<file path="src/sv/pmpc_pkg.sv">
// ----------------------------------------------------------------------------
// pmpc_pkg
// Shared types, codes and color helpers of the pixel mix and palette unit.
// ----------------------------------------------------------------------------
package pmpc_pkg;

    // Palette RAM: 64 bytes seen as 32 little-endian 16-bit color words.
    localparam int PAL_BYTES   = 64;
    localparam int PAL_WORDS   = PAL_BYTES / 2;
    localparam int PAL_BYTE_AW = $clog2(PAL_BYTES);
    localparam int PAL_WORD_AW = $clog2(PAL_WORDS);

    localparam int IN_TDATA_W  = 32;
    localparam int OUT_TDATA_W = 24;
    localparam int CFG_INDEX_W = 3;
    localparam int CFG_DATA_W  = 8;

    // Item kinds carried in s_tuser.
    localparam logic [1:0] ACT_MIX    = 2'd0;
    localparam logic [1:0] ACT_WR_BG  = 2'd1;
    localparam logic [1:0] ACT_WR_OBJ = 2'd2;

    // Configuration register indexes.
    localparam logic [CFG_INDEX_W-1:0] CFG_COLOR_MODE = 3'd0;
    localparam logic [CFG_INDEX_W-1:0] CFG_BG_ENABLE  = 3'd1;
    localparam logic [CFG_INDEX_W-1:0] CFG_BG_MAP     = 3'd2;
    localparam logic [CFG_INDEX_W-1:0] CFG_OBJ_MAP0   = 3'd3;
    localparam logic [CFG_INDEX_W-1:0] CFG_OBJ_MAP1   = 3'd4;

    typedef struct packed {
        logic [1:0] bg_color_id;
        logic [2:0] bg_palette_num;
        logic       bg_priority;
        logic       sprite_present;
        logic [1:0] sprite_color_id;
        logic [2:0] sprite_palette_num;
        logic       sprite_behind_bg;
    } pix_t;

    typedef struct packed {
        logic       color_mode;
        logic       bg_enable;
        logic [7:0] bg_shade_map;
        logic [7:0] obj_shade_map0;
        logic [7:0] obj_shade_map1;
    } cfg_t;

    typedef struct packed {
        logic                   sprite_wins;
        logic [23:0]            mono_rgb;
        logic [PAL_WORD_AW-1:0] bg_addr;
        logic [PAL_WORD_AW-1:0] obj_addr;
    } sel_t;

    function automatic logic [23:0] shade_rgb(input logic [1:0] idx);
        logic [23:0] rgb;
        unique case (idx)
            2'd0: rgb = 24'he0f8d0;
            2'd1: rgb = 24'h88c070;
            2'd2: rgb = 24'h346856;
            2'd3: rgb = 24'h081820;
        endcase
        return rgb;
    endfunction

    // RGB555 to RGB888 by replicating the top bits of each channel.
    function automatic logic [23:0] rgb555_to_888(input logic [15:0] w);
        logic [4:0] r;
        logic [4:0] g;
        logic [4:0] b;
        r = w[4:0];
        g = w[9:5];
        b = w[14:10];
        return {r, r[4:2], g, g[4:2], b, b[4:2]};
    endfunction

endpackage

</file>
<file path="src/sv/pmpc_pal_ram.sv">
// ----------------------------------------------------------------------------
// pmpc_pal_ram
// Palette RAM: byte writes, registered 16-bit word reads.
// Per-byte valid bits make bytes that were never written read as zero.
// ----------------------------------------------------------------------------
module pmpc_pal_ram (
    input  logic                             clk,
    input  logic                             rst_n,
    input  logic                             wr_en,
    input  logic [pmpc_pkg::PAL_BYTE_AW-1:0] wr_addr,
    input  logic [7:0]                       wr_data,
    input  logic                             rd_en,
    input  logic [pmpc_pkg::PAL_WORD_AW-1:0] rd_addr,
    output logic [15:0]                      rd_data
);

    logic [1:0][7:0] mem [pmpc_pkg::PAL_WORDS];
    logic [1:0]      lane_valid_reg [pmpc_pkg::PAL_WORDS];
    logic [1:0][7:0] rd_word_reg;
    logic [1:0]      rd_valid_reg;

    logic [pmpc_pkg::PAL_WORD_AW-1:0] wr_word;
    logic                             wr_lane;

    assign wr_word = wr_addr[pmpc_pkg::PAL_BYTE_AW-1:1];
    assign wr_lane = wr_addr[0];

    always_ff @(posedge clk)
    begin
        if (wr_en)
        begin
            mem[wr_word][wr_lane] <= wr_data;
        end
        if (rd_en)
        begin
            rd_word_reg <= mem[rd_addr];
        end
    end

    always_ff @(posedge clk or negedge rst_n)
    begin
        if (!rst_n)
        begin
            for (int i = 0; i < pmpc_pkg::PAL_WORDS; i++)
            begin
                lane_valid_reg[i] <= 2'b00;
            end
            rd_valid_reg <= 2'b00;
        end
        else
        begin
            if (wr_en)
            begin
                lane_valid_reg[wr_word][wr_lane] <= 1'b1;
            end
            if (rd_en)
            begin
                rd_valid_reg <= lane_valid_reg[rd_addr];
            end
        end
    end

    assign rd_data = {rd_valid_reg[1] ? rd_word_reg[1] : 8'h00,
                      rd_valid_reg[0] ? rd_word_reg[0] : 8'h00};

endmodule

</file>
<file path="src/sv/pmpc_select.sv">
// ----------------------------------------------------------------------------
// pmpc_select
// Priority decision between background and sprite pixel, monochrome shade
// lookup, and palette RAM word addresses for color mode.
// ----------------------------------------------------------------------------
module pmpc_select (
    input  pmpc_pkg::pix_t pix,
    input  pmpc_pkg::cfg_t cfg,
    output pmpc_pkg::sel_t sel
);

    logic       spr_visible;
    logic       bg_nonzero;
    logic       mono_wins;
    logic       color_wins;
    logic       wins;
    logic [7:0] obj_map;
    logic [1:0] obj_shade;
    logic [1:0] bg_shade;

    always_comb
    begin
        spr_visible = pix.sprite_present && (pix.sprite_color_id != 2'd0);
        bg_nonzero  = (pix.bg_color_id != 2'd0);

        // A disabled background never hides a sprite; in monochrome mode it shows shade 0.
        mono_wins  = spr_visible && !(pix.sprite_behind_bg && cfg.bg_enable && bg_nonzero);
        color_wins = spr_visible && (!bg_nonzero || !cfg.bg_enable
                                     || (!pix.sprite_behind_bg && !pix.bg_priority));
        wins       = cfg.color_mode ? color_wins : mono_wins;

        obj_map   = pix.sprite_palette_num[0] ? cfg.obj_shade_map1 : cfg.obj_shade_map0;
        obj_shade = obj_map[{pix.sprite_color_id, 1'b0} +: 2];
        bg_shade  = cfg.bg_enable ? cfg.bg_shade_map[{pix.bg_color_id, 1'b0} +: 2] : 2'd0;

        sel.sprite_wins = wins;
        sel.mono_rgb    = pmpc_pkg::shade_rgb(wins ? obj_shade : bg_shade);
        sel.bg_addr     = {pix.bg_palette_num, pix.bg_color_id};
        sel.obj_addr    = {pix.sprite_palette_num, pix.sprite_color_id};
    end

endmodule

</file>
<file path="src/sv/pixel_mix_and_palette_color_unit.sv">
// ----------------------------------------------------------------------------
// pixel_mix_and_palette_color_unit
// A mix item's palette words are read at its accept edge; the output register
// takes the result once that stage may advance (two register stages: palette
// read, then output). Throughput: one item per cycle while the output is not
// stalled; a palette write at its accept edge is seen by the next mix item.
// Reset clears all configuration registers, the pipeline and the palette
// valid bits, so the palette RAM reads as zero right after reset.
// ----------------------------------------------------------------------------
module pixel_mix_and_palette_color_unit (
    input  logic                                 clk,
    input  logic                                 rst_n,
    // s_tdata from bit 0: bg_color_id[1:0], bg_palette_num[4:2], bg_priority[5],
    // sprite_present[6], sprite_color_id[8:7], sprite_palette_num[11:9],
    // sprite_behind_bg[12], palette_index[18:13], palette_data[26:19], zero fill
    input  logic [pmpc_pkg::IN_TDATA_W-1:0]      s_tdata,
    input  logic [1:0]                           s_tuser,   // action[1:0]
    input  logic                                 s_tvalid,
    output logic                                 s_tready,
    output logic [pmpc_pkg::OUT_TDATA_W-1:0]     m_tdata,   // rgb_color[23:0]
    output logic                                 m_tvalid,
    input  logic                                 m_tready,
    input  logic                                 cfg_wr_en,
    input  logic [pmpc_pkg::CFG_INDEX_W-1:0]     cfg_index,
    input  logic [pmpc_pkg::CFG_DATA_W-1:0]      cfg_data
);

    pmpc_pkg::cfg_t cfg_reg;
    pmpc_pkg::pix_t pix;
    pmpc_pkg::sel_t sel;

    logic [pmpc_pkg::PAL_BYTE_AW-1:0] pal_index;
    logic [7:0]                       pal_data;
    logic                             accept;
    logic                             mix_go;
    logic [15:0]                      bg_word;
    logic [15:0]                      obj_word;

    logic        s1_valid_reg;
    logic        s1_wins_reg;
    logic        s1_mode_reg;
    logic [23:0] s1_mono_rgb_reg;
    logic        s1_advance;

    logic        out_valid_reg;
    logic        out_valid_next;
    logic [23:0] out_rgb_reg;
    logic [23:0] out_rgb_next;

    assign pix.bg_color_id        = s_tdata[1:0];
    assign pix.bg_palette_num     = s_tdata[4:2];
    assign pix.bg_priority        = s_tdata[5];
    assign pix.sprite_present     = s_tdata[6];
    assign pix.sprite_color_id    = s_tdata[8:7];
    assign pix.sprite_palette_num = s_tdata[11:9];
    assign pix.sprite_behind_bg   = s_tdata[12];
    assign pal_index              = s_tdata[18:13];
    assign pal_data               = s_tdata[26:19];

    always_ff @(posedge clk or negedge rst_n)
    begin
        if (!rst_n)
        begin
            cfg_reg <= '0;
        end
        else if (cfg_wr_en)
        begin
            unique case (cfg_index)
                pmpc_pkg::CFG_COLOR_MODE: cfg_reg.color_mode     <= cfg_data[0];
                pmpc_pkg::CFG_BG_ENABLE:  cfg_reg.bg_enable      <= cfg_data[0];
                pmpc_pkg::CFG_BG_MAP:     cfg_reg.bg_shade_map   <= cfg_data;
                pmpc_pkg::CFG_OBJ_MAP0:   cfg_reg.obj_shade_map0 <= cfg_data;
                pmpc_pkg::CFG_OBJ_MAP1:   cfg_reg.obj_shade_map1 <= cfg_data;
                default:                  cfg_reg <= cfg_reg;
            endcase
        end
    end

    pmpc_select u_select (
        .pix (pix),
        .cfg (cfg_reg),
        .sel (sel)
    );

    assign s1_advance = s1_valid_reg && (!out_valid_reg || m_tready);
    assign s_tready   = !s1_valid_reg || s1_advance;
    assign accept     = s_tvalid && s_tready;
    assign mix_go     = accept && (s_tuser == pmpc_pkg::ACT_MIX);

    // Both RAMs are read for every mix item; the winner is picked afterwards.
    pmpc_pal_ram u_bg_ram (
        .clk     (clk),
        .rst_n   (rst_n),
        .wr_en   (accept && (s_tuser == pmpc_pkg::ACT_WR_BG)),
        .wr_addr (pal_index),
        .wr_data (pal_data),
        .rd_en   (mix_go),
        .rd_addr (sel.bg_addr),
        .rd_data (bg_word)
    );

    pmpc_pal_ram u_obj_ram (
        .clk     (clk),
        .rst_n   (rst_n),
        .wr_en   (accept && (s_tuser == pmpc_pkg::ACT_WR_OBJ)),
        .wr_addr (pal_index),
        .wr_data (pal_data),
        .rd_en   (mix_go),
        .rd_addr (sel.obj_addr),
        .rd_data (obj_word)
    );

    always_ff @(posedge clk or negedge rst_n)
    begin
        if (!rst_n)
        begin
            s1_valid_reg <= 1'b0;
        end
        else if (s_tready)
        begin
            s1_valid_reg <= mix_go;
        end
    end

    always_ff @(posedge clk)
    begin
        if (mix_go)
        begin
            s1_wins_reg     <= sel.sprite_wins;
            s1_mode_reg     <= cfg_reg.color_mode;
            s1_mono_rgb_reg <= sel.mono_rgb;
        end
    end

    always_comb
    begin
        out_valid_next = out_valid_reg && !m_tready;
        out_rgb_next   = out_rgb_reg;
        if (s1_advance)
        begin
            out_valid_next = 1'b1;
            if (s1_mode_reg)
            begin
                out_rgb_next = pmpc_pkg::rgb555_to_888(s1_wins_reg ? obj_word : bg_word);
            end
            else
            begin
                out_rgb_next = s1_mono_rgb_reg;
            end
        end
    end

    always_ff @(posedge clk or negedge rst_n)
    begin
        if (!rst_n)
        begin
            out_valid_reg <= 1'b0;
        end
        else
        begin
            out_valid_reg <= out_valid_next;
        end
    end

    always_ff @(posedge clk)
    begin
        out_rgb_reg <= out_rgb_next;
    end

    assign m_tvalid = out_valid_reg;
    assign m_tdata  = out_rgb_reg;

endmodule

</file>
<file path="config.mk">
export PLATFORM = sky130hd
export DESIGN_NAME = pixel_mix_and_palette_color_unit
export DESIGN_NICKNAME = d
export VERILOG_FILES = /design/src/sv/pmpc_pkg.sv /design/src/sv/pmpc_pal_ram.sv /design/src/sv/pmpc_select.sv /design/src/sv/pixel_mix_and_palette_color_unit.sv
export SDC_FILE = /design/constraint.sdc
export NUM_CORES = 1
export LEC_CHECK = 0
export ABC_CLOCK_PERIOD_IN_PS = 2000
export BUFFER_PORTS_ARGS = -buffer_cell sky130_fd_sc_hd__buf_2
export CAP_MARGIN = 20
export CORE_MARGIN = 10
export CORE_UTILIZATION = 39
export CTS_BUF_LIST = sky130_fd_sc_hd__clkbuf_8
export DETAILED_ROUTE_END_ITERATION = 16
export PLACE_DENSITY = 0.58
export SYNTH_ARGS = -nofsm -noshare
export SYNTH_HDL_FRONTEND = slang
export SYNTH_SLANG_ARGS = --single-unit
export TNS_END_PERCENT = 10
</file>
<file path="constraint.sdc">
create_clock -name clk -period 2 [get_ports clk]
set_input_delay 0.2 -clock clk [delete_from_list [all_inputs] [get_ports clk]]
set_output_delay 0.2 -clock clk [all_outputs]
set_load 0.01 [all_outputs]
</file>
==> impl_metrics.tcl <==
set metrics [dict create \
    drive_gt1_share_pct 42.3 \
    cap_viol_max_count 0 \
    r2r_start "u_obj_ram.mem[31][5]" \
    start_util_pct 39.4 \
    area_growth_pct 20.5 \
    insertion_delay_ns 0.85 \
    htree_levels 4 \
    r2r_slack_ns 0.02 \
    ys_seq_elements 1184 \
    holdWs_ns 0.112 \
    wl_met1_um 49900 \
    synth_cell_types 40 \
    top_layer_used "met5" \
    power_density_nw_per_um2 908 \
    required_ns 2.57 \
    cp.arrival_ns 2.55 \
    fin_crit_ns 1.98 \
    wl_met2_um 56300 \
    min_path_type "input pin to register" \
    rsz0062_at_grt "yes" \
    start_kind "register" \
    p_leak_nw 19.5 \
    dieArea_sq_um 132000 \
    r2r_end "u_obj_ram.rd_word_reg[5]" \
    yosys.area.top_type "edfxtp_1" \
    ant_nets 0 \
    async_flop_share_pct 13.5 \
    path_clk_slew_ns 0.06 \
    cts_tree "built" \
    boundaryPins 76 \
    drt-total-wl_um 117000 \
    synth_cells 2122 \
    slew_viol_final 0 \
    fmax_mhz 504 \
    grt_pass1_wl_um 173000 \
    synth_edf_count 1024 \
    crit_fanout 1 \
    grt.total_usage_pct 17.9 \
    drt_first_iter_violations 2283 \
    reg2regPathDepth 3 \
    gp_congestion 0.823 \
    top_regs "u_bg_ram.mem (480), u_obj_ram.mem (480)" \
    cts_num_sinks 1184 \
    synth.top_cell.area_share_pct 67.0 \
    worst-slew-pin-transition_ns 0.750 \
    die_w_um 363 \
    yosysSeqAreaShare_pct 75.7 \
    antenna_found_initial 8 \
    clock_skew_ns 0.0321 \
    cts_buffers 185 \
    hpwl_um 74400 \
    dr.pass1.iters 5 \
    grt_max_degree 129 \
    endpoint_kind "register" \
    yosys_warnings 0 \
    period_share_pct 99.2 \
    vias_per_cell 5.40 \
    dieHeight_um 363 \
    status "finished, final reports clean" \
    row_count 125 \
    clock_tree.root_cell "clkbuf_8" \
    grt_remaining_overflow 0 \
    synth_area_leaders "edfxtp_1, mux4_2, dfrtp_1" \
    final_nets 2680 \
    syn-num-nets 2177 \
    timing.setup.tns_ns 0 \
    endpoint "u_obj_ram.rd_word_reg[5]" \
    drt_drc_violations_left 0 \
    setup_viol 0 \
    synth-main-ff-cell "edfxtp_1" \
    cp-startpoint "u_obj_ram.mem[31][5]" \
    core-area_sq_um 117000 \
    hold_start "s_tdata[2]" \
    portBuffers 70 \
    syn_area_sq_um 45900 \
    critPathKind "register to register" \
    dr_wl_met3_um 8570 \
    synth_area_per_cell_sq_um 21.6 \
    ir_drop_v 0.000427 \
    grt_pass1_vias 24700 \
    maxSlewHeadroom_pct 50.0 \
    vias 23300 \
    fillCellCount 9457 \
    report.final.hold_viol_count 0 \
    routedWlPerCell_um 27.2 \
    p_total_mw 50.2 \
    fin_util_pct 47.4 \
    clock_path_buffers 3 \
]
-- routing by layer --
metal	vias up	GRT usage (%)
met5	-	0
met4	10	4.86
met3	176	4.32
met2	892	28.4
met1	12500	24.8
li1	9724	-
-- metrics by stage --
| stage | setup WS [ns] | cells | area [sq um] |
|---|---|---|---|
| 2_1_floorplan | -0.118 | 2122 | 46100 |
| 3_5_place_dp | -0.355 | 3925 | 51300 |
| 3_3_place_gp | -0.349 | 3925 | 51300 |
| 6_report | 0.0169 | 4308 | 55300 |
| 5_1_grt | -0.0270 | 4308 | 55300 |
| 4_1_cts | -0.167 | 4304 | 55200 |
-- critical path: stages (launching register included) --
cell	delay (ns)
edfxtp_1	0.36
mux4_2	0.53
mux4_2	0.53
mux2_2	0.28
-- Yosys cell counts (3+ instances only) --
| library cell | count |
|---|---|
| or2_2 | 129 |
| clkbuf_1 | 62 |
| a22oi_1 | 7 |
| inv_1 | 7 |
| mux2i_1 | 8 |
| a31oi_1 | 9 |
| mux2_2 | 59 |
| nand3_1 | 3 |
| nor2_1 | 155 |
| edfxtp_1 | 1024 |
| nand4_1 | 3 |
| dfrtp_1 | 160 |
| and2_1 | 4 |
| nor3b_1 | 4 |
| buf_6 | 9 |
| a21oi_1 | 6 |
| nor2b_1 | 12 |
| buf_2 | 24 |
| mux4_2 | 340 |
| nor3_1 | 3 |
| a221oi_1 | 8 |
| and3b_1 | 3 |
| buf_1 | 9 |
| o21ai_0 | 4 |
| nand2_1 | 43 |
| ha_1 | 5 |
-- worst min-delay path by stage --
stage                                             end  slack, ns  cells after the start
after detailed placement  u_bg_ram.lane_valid_reg[16]       0.20                      1
after CTS                     u_bg_ram.rd_word_reg[3]       0.02                      3
after floorplan                            cfg_reg[0]       -0.1                      0
after global placement    u_bg_ram.lane_valid_reg[37]       0.19                      1
final                         u_bg_ram.rd_word_reg[7]       0.11                      3
after global routing          u_bg_ram.rd_word_reg[1]       0.07                      3
-- cell families after synthesis --
kind of cell	share of synthesized area, %
AND/OR/NAND/NOR	3.94
buffers and inverters	1.16
flip-flops	75.7
multiplexers	18.3
AO/OA/AOI/OAI	0.704
adder cells (fa/ha/maj)	0.136
-- placed cells by master (no fill, tap or decap), types with 9 or more instances in the layout --
master         synthesis  final
buf_2                 24     58
dfrtp_1              160    160
mux4_2               340    340
buf_12                 0     96
a31oi_1                9      9
or2_2                129    128
mux2_2                59     57
nor2b_1               12     12
nor2_1               155    154
nand2_1               43     43
clkbuf_8               0    207
clkinv_1               1     41
edfxtp_1            1024   1024
clkinv_2               0     29
inv_1                  7     60
dlygate4sd3_1          0     34
buf_4                  2    224
-- cell type report --
type / instances / area (sq um) / area share (%)
repair buffers: 422 / 4370 / 7.91
diodes: 2 / 5.00 / 0.00905
flip-flops and latches: 1184 / 34800 / 62.9
clock buffers: 205 / 2820 / 5.10
clock inverters: 139 / 708 / 1.28
multi-input cells: 824 / 10700 / 19.3
well taps: 1524 / 1910 / 3.45
inverters: 8 / 33.8 / 0.0611
-- power breakdown --
group / switching, mW / internal (mW) / total [mW]
sequential: 0.233 / 27.3 / 27.6
clock: 9.42 / 9.85 / 19.3
combinational: 1.71 / 1.65 / 3.37
-- repair_timing --
action                     in CTS  in global routing
setup buffers                   0                  2
gates resized for setup         6                 11
hold buffers                   35                  0
pin swaps                       0                  2
setup endpoints to repair       6                212
hold endpoints to repair      857                  0
(Power assumes the default switching activity.)
